[config.mk]
export PLATFORM = sky130hd
export DESIGN_NAME = weighted_centroid_top
export DESIGN_NICKNAME = d
export VERILOG_FILES = /design/src/sv/wc_pkg.sv /design/src/sv/wc_accum.sv /design/src/sv/wc_div.sv /design/src/sv/weighted_centroid_top.sv
export SDC_FILE = /design/constraint.sdc
export NUM_CORES = 2
export LEC_CHECK = 0
export CAP_MARGIN = 20
export CORE_MARGIN = 2
export CORE_UTILIZATION = 60
export DETAILED_ROUTE_END_ITERATION = 10
export DONT_BUFFER_PORTS = 1
export PLACE_DENSITY_LB_ADDON = 0.1
export SLEW_MARGIN = 20
export SYNTH_ARGS = -nofsm -noshare
export SYNTH_HDL_FRONTEND = slang
export SYNTH_SLANG_ARGS = --single-unit
[constraint.sdc]
create_clock -name clk -period 6.2 [get_ports clk]
set_input_delay 0.62 -clock clk [delete_from_list [all_inputs] [get_ports clk]]
set_output_delay 0.62 -clock clk [all_outputs]
set_load 0.01 [all_outputs]
[src/sv/wc_pkg.sv]
// Shared widths, sizes and control types of the weighted centroid block.
`default_nettype none

package wc_pkg;

    // Field and register widths
    localparam int MASS_W    = 16;
    localparam int LEN_W     = 11;
    localparam int CENT_W    = 18;
    localparam int TOTAL_W   = 36;

    // Accumulator widths
    localparam int MSUM_W    = 37;
    localparam int WSUM_W    = 56;

    // Matrix size limits and centroid format
    localparam int MAX_COLS  = 1024;
    localparam int MAX_ROWS  = 1024;
    localparam int FRAC_BITS = 8;

    // Derived sizes
    localparam int COL_W     = (MAX_COLS > 1) ? $clog2(MAX_COLS) : 1;
    localparam int ROW_W     = (MAX_ROWS > 1) ? $clog2(MAX_ROWS) : 1;
    localparam int CENT_INT  = CENT_W - FRAC_BITS;
    localparam int CNT_W     = $clog2(CENT_W + 1);

    localparam logic [LEN_W-1:0] ROW_LENGTH_RESET = LEN_W'(4);

    // Step controls from the sequencer to the accumulator
    typedef struct packed {
        logic mul;
        logic add;
        logic clear;
    } acc_ctl_t;

endpackage

`default_nettype wire

[src/sv/wc_accum.sv]
// Accumulator: element position, weight products and saturating moment sums.
`default_nettype none

module wc_accum (
    input  logic                       clk,
    input  logic                       rst_n,
    input  wc_pkg::acc_ctl_t           ctl,
    input  logic [wc_pkg::MASS_W-1:0]  mass,
    input  logic [wc_pkg::LEN_W-1:0]   row_length,
    output logic [wc_pkg::MSUM_W-1:0]  mass_sum,
    output logic [wc_pkg::WSUM_W-1:0]  row_wsum,
    output logic [wc_pkg::WSUM_W-1:0]  col_wsum
);
    import wc_pkg::*;

    localparam int CLEN_W  = $clog2(MAX_COLS + 1);
    localparam int CMP_W   = (LEN_W > CLEN_W) ? LEN_W : CLEN_W;
    localparam int CPROD_W = COL_W + MASS_W;
    localparam int RPROD_W = ROW_W + MASS_W;

    logic [COL_W-1:0]   col_idx_reg,   col_idx_next;
    logic [ROW_W-1:0]   row_idx_reg,   row_idx_next;
    logic [CPROD_W-1:0] col_prod_reg,  col_prod_next;
    logic [RPROD_W-1:0] row_prod_reg,  row_prod_next;
    logic [MSUM_W-1:0]  mass_sum_reg,  mass_sum_next;
    logic [WSUM_W-1:0]  row_wsum_reg,  row_wsum_next;
    logic [WSUM_W-1:0]  col_wsum_reg,  col_wsum_next;

    logic [CMP_W-1:0]   len_ext;
    logic [CMP_W-1:0]   len_eff;
    logic [CMP_W-1:0]   col_inc;
    logic               row_end;
    logic [MSUM_W:0]    msum_wide;
    logic [WSUM_W:0]    rsum_wide;
    logic [WSUM_W:0]    csum_wide;

    // Clip the row length to one through the column limit
    always_comb
    begin
        len_ext = CMP_W'(row_length);
        if (len_ext == '0)
        begin
            len_eff = CMP_W'(1);
        end
        else if (len_ext > CMP_W'(MAX_COLS))
        begin
            len_eff = CMP_W'(MAX_COLS);
        end
        else
        begin
            len_eff = len_ext;
        end
        col_inc = CMP_W'(col_idx_reg) + CMP_W'(1);
        row_end = (col_inc >= len_eff);
    end

    // Add with one spare bit; a carry out means the sum hit its ceiling
    always_comb
    begin
        msum_wide = {1'b0, mass_sum_reg} + (MSUM_W + 1)'(mass);
        rsum_wide = {1'b0, row_wsum_reg} + (WSUM_W + 1)'(row_prod_reg);
        csum_wide = {1'b0, col_wsum_reg} + (WSUM_W + 1)'(col_prod_reg);
    end

    // Step the products, the sums and the position
    always_comb
    begin
        col_idx_next  = col_idx_reg;
        row_idx_next  = row_idx_reg;
        col_prod_next = col_prod_reg;
        row_prod_next = row_prod_reg;
        mass_sum_next = mass_sum_reg;
        row_wsum_next = row_wsum_reg;
        col_wsum_next = col_wsum_reg;

        if (ctl.mul)
        begin
            col_prod_next = CPROD_W'(col_idx_reg) * CPROD_W'(mass);
            row_prod_next = RPROD_W'(row_idx_reg) * RPROD_W'(mass);
        end

        if (ctl.clear)
        begin
            col_idx_next  = '0;
            row_idx_next  = '0;
            mass_sum_next = '0;
            row_wsum_next = '0;
            col_wsum_next = '0;
        end
        else if (ctl.add)
        begin
            mass_sum_next = msum_wide[MSUM_W] ? '1 : msum_wide[MSUM_W-1:0];
            row_wsum_next = rsum_wide[WSUM_W] ? '1 : rsum_wide[WSUM_W-1:0];
            col_wsum_next = csum_wide[WSUM_W] ? '1 : csum_wide[WSUM_W-1:0];
            if (row_end)
            begin
                col_idx_next = '0;
                // Hold the row index at the last row
                if (row_idx_reg != ROW_W'(MAX_ROWS - 1))
                begin
                    row_idx_next = row_idx_reg + ROW_W'(1);
                end
            end
            else
            begin
                col_idx_next = col_idx_reg + COL_W'(1);
            end
        end
    end

    always_ff @(posedge clk or negedge rst_n)
    begin
        if (!rst_n)
        begin
            col_idx_reg  <= '0;
            row_idx_reg  <= '0;
            mass_sum_reg <= '0;
            row_wsum_reg <= '0;
            col_wsum_reg <= '0;
        end
        else
        begin
            col_idx_reg  <= col_idx_next;
            row_idx_reg  <= row_idx_next;
            mass_sum_reg <= mass_sum_next;
            row_wsum_reg <= row_wsum_next;
            col_wsum_reg <= col_wsum_next;
        end
    end

    always_ff @(posedge clk)
    begin
        col_prod_reg <= col_prod_next;
        row_prod_reg <= row_prod_next;
    end

    assign mass_sum = mass_sum_reg;
    assign row_wsum = row_wsum_reg;
    assign col_wsum = col_wsum_reg;

endmodule

`default_nettype wire

[src/sv/wc_div.sv]
// Shared restoring divider: saturated fixed-point quotient, one bit per cycle.
`default_nettype none

module wc_div (
    input  logic                       clk,
    input  logic                       rst_n,
    input  logic                       start,
    input  logic [wc_pkg::WSUM_W-1:0]  dividend,
    input  logic [wc_pkg::MSUM_W-1:0]  divisor,
    output logic                       done,
    output logic [wc_pkg::CENT_W-1:0]  quotient
);
    import wc_pkg::*;

    localparam int SHIFT_W = MSUM_W + CENT_INT;
    localparam int OVF_W   = (WSUM_W > SHIFT_W) ? WSUM_W : SHIFT_W;

    logic               busy_reg, busy_next;
    logic               done_reg, done_next;
    logic [CNT_W-1:0]   cnt_reg,  cnt_next;
    logic [MSUM_W-1:0]  rem_reg,  rem_next;
    logic [CENT_W-1:0]  shf_reg,  shf_next;
    logic [CENT_W-1:0]  quo_reg,  quo_next;

    logic               ovf;
    logic [MSUM_W-1:0]  rem_init;
    logic [CENT_W-1:0]  shf_init;
    logic [MSUM_W:0]    trial;
    logic [MSUM_W:0]    diff;
    logic               fits;

    // Quotient needs more than the centroid width when dividend >= divisor << int bits
    always_comb
    begin
        ovf      = (OVF_W'(dividend) >= (OVF_W'(divisor) << CENT_INT));
        rem_init = MSUM_W'(dividend >> CENT_INT);
        shf_init = CENT_W'(dividend[CENT_INT-1:0]) << FRAC_BITS;
        trial    = {rem_reg, shf_reg[CENT_W-1]};
        diff     = trial - {1'b0, divisor};
        fits     = (trial >= {1'b0, divisor});
    end

    // Divisor is held steady by the caller for the whole pass
    always_comb
    begin
        busy_next = busy_reg;
        done_next = 1'b0;
        cnt_next  = cnt_reg;
        rem_next  = rem_reg;
        shf_next  = shf_reg;
        quo_next  = quo_reg;

        if (start)
        begin
            if (ovf)
            begin
                quo_next  = '1;
                done_next = 1'b1;
            end
            else
            begin
                busy_next = 1'b1;
                cnt_next  = CNT_W'(CENT_W);
                rem_next  = rem_init;
                shf_next  = shf_init;
                quo_next  = '0;
            end
        end
        else if (busy_reg)
        begin
            rem_next = fits ? diff[MSUM_W-1:0] : trial[MSUM_W-1:0];
            shf_next = shf_reg << 1;
            quo_next = {quo_reg[CENT_W-2:0], fits};
            cnt_next = cnt_reg - CNT_W'(1);
            if (cnt_reg == CNT_W'(1))
            begin
                busy_next = 1'b0;
                done_next = 1'b1;
            end
        end
    end

    always_ff @(posedge clk or negedge rst_n)
    begin
        if (!rst_n)
        begin
            busy_reg <= 1'b0;
            done_reg <= 1'b0;
            cnt_reg  <= '0;
        end
        else
        begin
            busy_reg <= busy_next;
            done_reg <= done_next;
            cnt_reg  <= cnt_next;
        end
    end

    always_ff @(posedge clk)
    begin
        rem_reg <= rem_next;
        shf_reg <= shf_next;
        quo_reg <= quo_next;
    end

    assign done     = done_reg;
    assign quotient = quo_reg;

endmodule

`default_nettype wire

[src/sv/weighted_centroid_top.sv]
// Weighted centroid top: request sequencer, accumulator, shared divider, output register.
// An element passes accept, product and sum states; the next one is accepted right after.
// After the last element the divider runs row then column, each a start then 18 quotient bits,
// and the result loads once the output is free (sooner on zero mass or a saturated quotient);
// input stalls until then. Reset clears sums, position, sequencer and output valid;
// row_length resets to 4.
`default_nettype none

module weighted_centroid_top (
    input  logic                       clk,
    input  logic                       rst_n,
    input  logic                       cfg_we,
    input  logic [wc_pkg::LEN_W-1:0]   cfg_wdata,
    input  logic                       in_valid,
    output logic                       in_stall,
    input  logic [wc_pkg::MASS_W-1:0]  mass_value,
    input  logic                       last_element,
    output logic                       out_valid,
    input  logic                       out_stall,
    output logic [wc_pkg::CENT_W-1:0]  row_centroid,
    output logic [wc_pkg::CENT_W-1:0]  col_centroid,
    output logic [wc_pkg::TOTAL_W-1:0] total_mass,
    output logic                       zero_mass
);
    import wc_pkg::*;

    typedef enum logic [7:0] {
        ST_IDLE     = 8'b0000_0001,
        ST_MUL      = 8'b0000_0010,
        ST_ADD      = 8'b0000_0100,
        ST_ROW_GO   = 8'b0000_1000,
        ST_ROW_WAIT = 8'b0001_0000,
        ST_COL_GO   = 8'b0010_0000,
        ST_COL_WAIT = 8'b0100_0000,
        ST_OUT      = 8'b1000_0000
    } state_t;

    state_t              state_reg, state_next;
    logic [LEN_W-1:0]    row_length_reg;
    logic [MASS_W-1:0]   mass_reg;
    logic                last_reg;
    logic [CENT_W-1:0]   row_res_reg;
    logic [CENT_W-1:0]   col_res_reg;
    logic                out_valid_reg, out_valid_next;
    logic [CENT_W-1:0]   row_out_reg;
    logic [CENT_W-1:0]   col_out_reg;
    logic [TOTAL_W-1:0]  total_out_reg;
    logic                zero_out_reg;

    acc_ctl_t            acc_ctl;
    logic [MSUM_W-1:0]   mass_sum;
    logic [WSUM_W-1:0]   row_wsum;
    logic [WSUM_W-1:0]   col_wsum;

    logic                div_start;
    logic                col_sel;
    logic                div_done;
    logic [CENT_W-1:0]   div_quo;
    logic [WSUM_W-1:0]   div_dividend;

    logic                in_accept;
    logic                out_free;
    logic                out_load;
    logic                sum_zero;

    assign in_stall  = (state_reg != ST_IDLE);
    assign in_accept = in_valid && !in_stall;
    assign out_free  = !out_valid_reg || !out_stall;
    assign sum_zero  = (mass_sum == '0);

    wc_accum u_accum (
        .clk        (clk),
        .rst_n      (rst_n),
        .ctl        (acc_ctl),
        .mass       (mass_reg),
        .row_length (row_length_reg),
        .mass_sum   (mass_sum),
        .row_wsum   (row_wsum),
        .col_wsum   (col_wsum)
    );

    assign div_dividend = col_sel ? col_wsum : row_wsum;

    wc_div u_div (
        .clk      (clk),
        .rst_n    (rst_n),
        .start    (div_start),
        .dividend (div_dividend),
        .divisor  (mass_sum),
        .done     (div_done),
        .quotient (div_quo)
    );

    // Sequence a request through accumulate; after the last, both divisions or none on zero mass
    always_comb
    begin
        state_next = state_reg;
        acc_ctl    = '0;
        div_start  = 1'b0;
        col_sel    = 1'b0;
        out_load   = 1'b0;

        case (state_reg)
            ST_IDLE:
            begin
                if (in_accept)
                begin
                    state_next = ST_MUL;
                end
            end
            ST_MUL:
            begin
                acc_ctl.mul = 1'b1;
                state_next  = ST_ADD;
            end
            ST_ADD:
            begin
                acc_ctl.add = 1'b1;
                state_next  = last_reg ? ST_ROW_GO : ST_IDLE;
            end
            ST_ROW_GO:
            begin
                // Skip both divisions on zero mass
                if (sum_zero)
                begin
                    state_next = ST_OUT;
                end
                else
                begin
                    div_start  = 1'b1;
                    state_next = ST_ROW_WAIT;
                end
            end
            ST_ROW_WAIT:
            begin
                if (div_done)
                begin
                    state_next = ST_COL_GO;
                end
            end
            ST_COL_GO:
            begin
                div_start  = 1'b1;
                col_sel    = 1'b1;
                state_next = ST_COL_WAIT;
            end
            ST_COL_WAIT:
            begin
                if (div_done)
                begin
                    state_next = ST_OUT;
                end
            end
            ST_OUT:
            begin
                // Wait for room in the output register, then clear for the next matrix
                if (out_free)
                begin
                    out_load      = 1'b1;
                    acc_ctl.clear = 1'b1;
                    state_next    = ST_IDLE;
                end
            end
            default:
            begin
                state_next = ST_IDLE;
            end
        endcase
    end

    // Keep the output valid until taken
    always_comb
    begin
        if (out_load)
        begin
            out_valid_next = 1'b1;
        end
        else
        begin
            out_valid_next = out_valid_reg && out_stall;
        end
    end

    always_ff @(posedge clk or negedge rst_n)
    begin
        if (!rst_n)
        begin
            state_reg      <= ST_IDLE;
            row_length_reg <= ROW_LENGTH_RESET;
            out_valid_reg  <= 1'b0;
        end
        else
        begin
            state_reg     <= state_next;
            out_valid_reg <= out_valid_next;
            if (cfg_we)
            begin
                row_length_reg <= cfg_wdata;
            end
        end
    end

    // Latch the request, the quotients and the result
    always_ff @(posedge clk)
    begin
        if (in_accept)
        begin
            mass_reg <= mass_value;
            last_reg <= last_element;
        end
        if (div_done && (state_reg == ST_ROW_WAIT))
        begin
            row_res_reg <= div_quo;
        end
        if (div_done && (state_reg == ST_COL_WAIT))
        begin
            col_res_reg <= div_quo;
        end
        if (out_load)
        begin
            zero_out_reg  <= sum_zero;
            row_out_reg   <= sum_zero ? '0 : row_res_reg;
            col_out_reg   <= sum_zero ? '0 : col_res_reg;
            total_out_reg <= (mass_sum[MSUM_W-1:TOTAL_W] != '0) ? '1
                                                                : mass_sum[TOTAL_W-1:0];
        end
    end

    assign out_valid    = out_valid_reg;
    assign row_centroid = row_out_reg;
    assign col_centroid = col_out_reg;
    assign total_mass   = total_out_reg;
    assign zero_mass    = zero_out_reg;

    // Divider finishes only while the sequencer waits on it
    assert property (@(posedge clk) disable iff (!rst_n)
        div_done |-> (state_reg == ST_ROW_WAIT || state_reg == ST_COL_WAIT))
        else $error("divider done outside a wait state");

    // Never divide by a zero total
    assert property (@(posedge clk) disable iff (!rst_n)
        div_start |-> (mass_sum != '0))
        else $error("division started with zero mass");

    // Zero mass result carries zero centroids and total
    assert property (@(posedge clk) disable iff (!rst_n)
        (out_valid && zero_mass) |->
            (row_centroid == '0 && col_centroid == '0 && total_mass == '0))
        else $error("zero mass result with nonzero fields");

endmodule

`default_nettype wire
* After elaboration in Yosys (flattened, before gate mapping) *
Cells that the tools add are included.

word-level totals
  bits in registers = 447
  input bits = 33
  output and inout bits = 75
  word-level logic and storage cells = 126

cells by class
  $add $sub $neg = 8
  multiply operators = 2
  $lt $le $gt $ge = 4
  eq/ne operators = 16
  mux-type cells = 55
  reduce and logical (&&, ||, !) cells = 17

operator list
  cell                   number
  $mux 56                7
  $mux 37                7
  $add 56x26->57         2
  $mux 18                6
  $mux 10                7
  $pmux 8 s8             1
  $ge 56x47->1           1
  $mul 10x16->26         2
  $mux 8                 5
  $add 37x16->38         1
  $ge 38x37->1           1
  $logic_not 37->1       1
  $sub 37x37->37         1
  $mux 11                2
  $add 10x1->10 const B  2
  $mux 1                 15
  $mux 5                 3
  $add 10x1->11 const B  1
  $ge 11x11->1           1
  $gt 11x11->1 const B   1
  $logic_not 11->1       1
  $ne 10x10->1 const B   1
  $eq 8x1->1 const B     1
  $eq 8x2->1 const B     1
  20 further kinds       31

* Longest topological paths before layout *
  depth in word-level cells = 7
  gate-level depth with buffers = 23
  gate-level depth less buffers = 21

* Modules after synthesis *
Synthesis repeated with hierarchy kept, for this count alone.

second synthesis, totals
  cell total of the unflattened synthesis = 3757
  area total of the unflattened synthesis = 36685.2 um^2

modules (own cells, without submodules)
  module                 times used  cells an instance  area an instance (um^2)  seq. area each (um^2)
  wc_accum               1           2675               24193.2                  5790.6
  wc_div                 1           721                6486.2                   2127.0
  weighted_centroid_top  1           361                6005.8                   4286.6

* Worst setup path before layout *
OpenSTA, ideal clock, no wires.

  kind = register to register
  from = reg u_accum.col_idx_reg[3]
  to = reg u_accum.col_prod_reg[25], data pin
  library setup time = 0.260 ns
  data arrival time = 5.939 ns
  required time = 5.940 ns
  slack = 0.001 ns
  cell stages (with the launch flop) = 24
  path buffers = 2
  period minus slack after synthesis = 6.199 ns
  cells stage by stage = dfrtp_1 clkbuf_1 buf_1 nand2_1 fa_1 inv_1 fa_1 inv_1 fa_1 inv_1 fa_1 inv_1 fa_1 inv_1 ha_1 a21o_1 a21oi_1 nor4b_1 o211ai_1 a2111oi_0 nor2_1 a211o_1 a21oi_1 xnor2_1

between the ends
  cells in the longest elaborated chain, start to end = 1

ends and longest elaborated chain
  item                      RTL line         source
  start: declaration        wc_accum.sv:21   logic [COL_W-1:0] col_idx_reg, col_idx_next;
  start signal: assignment  wc_accum.sv:123  col_idx_reg <= col_idx_next;
  $mul 10x16->26            wc_accum.sv:78   col_prod_next = CPROD_W'(col_idx_reg) * CPROD_W'(mass);
  end signal: assignment    wc_accum.sv:133  col_prod_reg <= col_prod_next;
  end: declaration          wc_accum.sv:23   logic [CPROD_W-1:0] col_prod_reg, col_prod_next;

No other way between the ends.
A chain may end at the register's enable or synchronous reset.

* Worst setup path in the final report *
  from = reg mass_reg[3]
  to = reg u_accum.col_prod_reg[25], data pin

between the ends
  cells in the longest elaborated chain, start to end = 1

ends and longest elaborated chain
  item                      RTL line                      source
  start: declaration        weighted_centroid_top.sv:40   logic [MASS_W-1:0] mass_reg;
  start signal: assignment  weighted_centroid_top.sv:208  mass_reg <= mass_value;
  $mul 10x16->26            wc_accum.sv:78

No other way between the ends.

==> flow_summary.json <==
{
  "status": "completed",
  "max_slew_margin_pct": 20.7,
  "worstMarginPinSlew_ns": 1.18,
  "ys_top_cells_by_area": "sky130_fd_sc_hd__edfxtp_1 20%, sky130_fd_sc_hd__dfrtp_1 14%, sky130_fd_sc_hd__fa_1 13%",
  "die_w_um": 248,
  "synth.yosys.seq_area_share_pct": 34.2,
  "syn_avg_cell_area_sq_um": 9.57,
  "timing.fmax_ghz": 0.165,
  "drv_cap": 0,
  "grt_first_pass_wirelength_um": 157000,
  "min_period_over_period_pct": 97.9,
  "via_count_of_the_first_global_routing_pass": 28400,
  "numClockSinks": 439,
  "ys_ff_latch": 439,
  "post_synth_edffs": 243,
  "pin_count_of_the_biggest_net_entering_global_routing": 197,
  "tritoncts": "built",
  "gp_congestion": 0.943,
  "synthesis.area_sq_mm": 0.0357,
  "ctsHtreeMaxLevel": 2,
  "period_minus_slack_ns": 6.07,
  "critPathRequiredTime_ns": 6.55,
  "cts_inserted_buffers": 50,
  "drtIter0Drc": 2255,
  "min_path_type": "in2reg",
  "synth_cell_type_count": 89,
  "finalSetupViolations": 0,
  "number_of_top_level_pins": 108,
  "critical_path.startpoint_type": "flip-flop",
  "area.growth.synth_to_final_pct": 7.89,
  "antenna_found_initial": 2,
  "cts_buffer_depth": 3,
  "layout-drive-gt1-share_pct": 6.70,
  "placementRows": 89,
  "synth_top_cell_by_area": "sky130_fd_sc_hd__edfxtp_1",
  "synthesis.nets": 4268,
  "die-area_sq_mm": 0.0615,
  "design.core.area_sq_mm": 0.0589,
  "finalClockSkew_ns": 0.0690,
  "hold_fails_final_rpt": 0,
  "rsz0062_at_grt": "true",
  "numPortBuffers": 0,
  "drcViolationCount": 0,
  "via_count": 28300,
  "global_route.usage.total_pct": 32.6,
  "worstPathMaxFanout": 8,
  "drt_via_density": 6.29,
  "wire_per_inst_um": 22.1,
  "netlist_instances": 3732,
  "synth_async_sr_flop_share_pct": 44.6,
  "globalRouteOverflowTotal": 0,
  "start_util_pct": 60.7,
  "place.detailed.hpwl_um": 74500,
  "clock_insertion_delay_worst_skew_ns": 0.65,
  "drv_slew": 0,
  "nNetsFinal": 4223,
  "worst-endpoint-arrival_ns": 6.42,
  "yosys.area.top_type_share_pct": 20.4,
  "ys.warnings.count": 0,
  "drt_pre_antenna_iters": 7,
  "cts-root-buf": "sky130_fd_sc_hd__clkbuf_16",
  "wirelength_um": 99400,
  "fin_hold_ws_ns": 0.0445,
  "worstSetupEndpointType": "flip-flop",
  "die_h_um": 248,
  "worstSetupPathType": "reg2reg",
  "synth-main-ff-cell": "sky130_fd_sc_hd__edfxtp_1",
  "antenna_violating_nets_left": 0,
  "clkTransAtPathRegs_ns": 0.06
}
## timing repair
action                     4_1_cts  5_1_grt
hold endpoints to repair       196       64
setup endpoints to repair        0        6
buffers inserted                 0        4
hold buffers                     1        1
gates resized for setup          0        8
## stage by stage
stage | setup slack, ns | instances | setup TNS (ns) | cell area [sq um] | utilization [%]
after floorplan | 0.00110 | 3732 | 0 | 35700 | -
after global placement | 0.154 | 4401 | 0 | 36600 | 62.2
after detailed placement | 0.0918 | 4401 | 0 | 36600 | 62.2
after CTS | 0.0526 | 4496 | 0 | 38400 | 65.3
after global routing | -0.157 | 4504 | -0.210 | 38600 | 65.4
final | 0.128 | 4504 | 0 | 38600 | 65.4
## metal layers
metal	GRT usage, %	part of all wire, %	vias to the layer above
met1	43.5	42	14100
li1	-	-	13000
met4	12.0	3.4	0
met2	55.4	49	1015
met5	0	0	-
met3	3.21	5.3	180
## placed cells by master (no fill, tap or decap), types with 20 or more instances in the layout
cell,instances
sky130_fd_sc_hd__nand2_1,370
sky130_fd_sc_hd__nand3_1,67
sky130_fd_sc_hd__nor2b_1,57
sky130_fd_sc_hd__mux2_2,45
sky130_fd_sc_hd__nor4_1,27
sky130_fd_sc_hd__a21oi_1,261
sky130_fd_sc_hd__clkbuf_16,50
sky130_fd_sc_hd__a21o_1,88
sky130_fd_sc_hd__dfrtp_1,194
sky130_fd_sc_hd__nor2_1,207
sky130_fd_sc_hd__nor3_1,87
sky130_fd_sc_hd__a31oi_1,64
sky130_fd_sc_hd__xor2_1,50
sky130_fd_sc_hd__inv_1,327
sky130_fd_sc_hd__o21bai_1,20
sky130_fd_sc_hd__and3_1,50
sky130_fd_sc_hd__edfxtp_1,243
sky130_fd_sc_hd__and2_1,192
sky130_fd_sc_hd__nand4_1,39
sky130_fd_sc_hd__o21a_1,55
sky130_fd_sc_hd__o21ai_1,86
sky130_fd_sc_hd__xnor2_1,85
sky130_fd_sc_hd__a211oi_1,47
sky130_fd_sc_hd__o21ai_0,74
sky130_fd_sc_hd__mux2i_1,24
sky130_fd_sc_hd__fa_1,224
sky130_fd_sc_hd__ha_1,279
sky130_fd_sc_hd__buf_4,72
## area by class of cell
cell class / count / area [sq um]
repair buffers: 80 / 688
inverters: 330 / 1240
multi-input cells: 2786 / 21700
fillers: 4761 / 20400
well taps: 773 / 967
flip-flops and latches: 439 / 12200
diodes: 2 / 5.00
clock inverters: 30 / 438
clock buffers: 64 / 1340
## final timing paths
path	from	endpoint	slack, ns	depth (start not counted)
worst max-delay path	mass_reg[3]$_DFFE_PP_	u_accum.col_prod_reg[25]$_DFFE_PP_	0.13	21
worst min-delay path	in_valid	state_reg[0]$_DFFE_PN1P_	0.04	1
worst max register to register	mass_reg[3]$_DFFE_PP_	u_accum.col_prod_reg[25]$_DFFE_PP_	0.13	21
worst min register to register	u_div.quotient[0]$_DFFE_PP_	col_res_reg[0]$_DFFE_PP_	0.48	0
max in group asynchronous	rst_n	u_accum.row_idx_reg[6]$_DFFE_PN0P_	4.46	3
min in group asynchronous	rst_n	u_accum.row_wsum[51]$_DFFE_PN0P_	0.58	2
## cells by family after synthesis
| kind of cell | count (synthesis) | synth area share, % |
|---|---|---|
| compound gates | 868 | 15.6 |
| xor+xnor | 135 | 3.31 |
| fa+ha+maj | 503 | 22.3 |
| buf+inv | 507 | 5.42 |
| flops | 439 | 34.2 |
| mux | 70 | 2.12 |
| simple gates | 1210 | 17.0 |
## cells in the mapped netlist, drive strengths merged, types with 10 or more instances
cell,instances
a211oi,48
a21boi,14
a21o,88
a21oi,261
a221oi,12
a22o,10
a311oi,15
a31oi,65
a41oi,12
and2,192
and3,50
and4,17
buf,28
clkbuf,149
dfrtp,194
edfxtp,243
fa,224
ha,279
inv,330
mux2,46
mux2i,24
nand2,372
nand2b,17
nand3,67
nand4,39
nor2,211
nor2b,58
nor3,87
nor4,34
o211ai,13
o21a,55
o21ai,160
o21bai,20
o31ai,15
or2,15
or3,15
xnor2,85
xor2,50
## critical path, cell delays in order, from the launching register on
cell and delay, ns:
sky130_fd_sc_hd__edfxtp_1 0.50, sky130_fd_sc_hd__and2_1 0.23, sky130_fd_sc_hd__fa_1 0.39, sky130_fd_sc_hd__fa_1 0.55
sky130_fd_sc_hd__inv_1 0.05, sky130_fd_sc_hd__fa_1 0.47, sky130_fd_sc_hd__inv_1 0.05, sky130_fd_sc_hd__fa_1 0.52
sky130_fd_sc_hd__inv_1 0.05, sky130_fd_sc_hd__fa_1 0.53, sky130_fd_sc_hd__inv_1 0.04, sky130_fd_sc_hd__ha_1 0.37
sky130_fd_sc_hd__a21o_1 0.19, sky130_fd_sc_hd__a21oi_1 0.22, sky130_fd_sc_hd__nor4b_2 0.26, sky130_fd_sc_hd__buf_4 0.17
sky130_fd_sc_hd__o211ai_1 0.13, sky130_fd_sc_hd__a2111oi_2 0.36, sky130_fd_sc_hd__nor2_2 0.10, sky130_fd_sc_hd__a211o_1 0.28
sky130_fd_sc_hd__a21oi_1 0.20, sky130_fd_sc_hd__xnor2_1 0.12
Power is left out: the tool's default activity adds up to more than one toggle a clock period on the data nets, which glitch-free logic cannot reach.
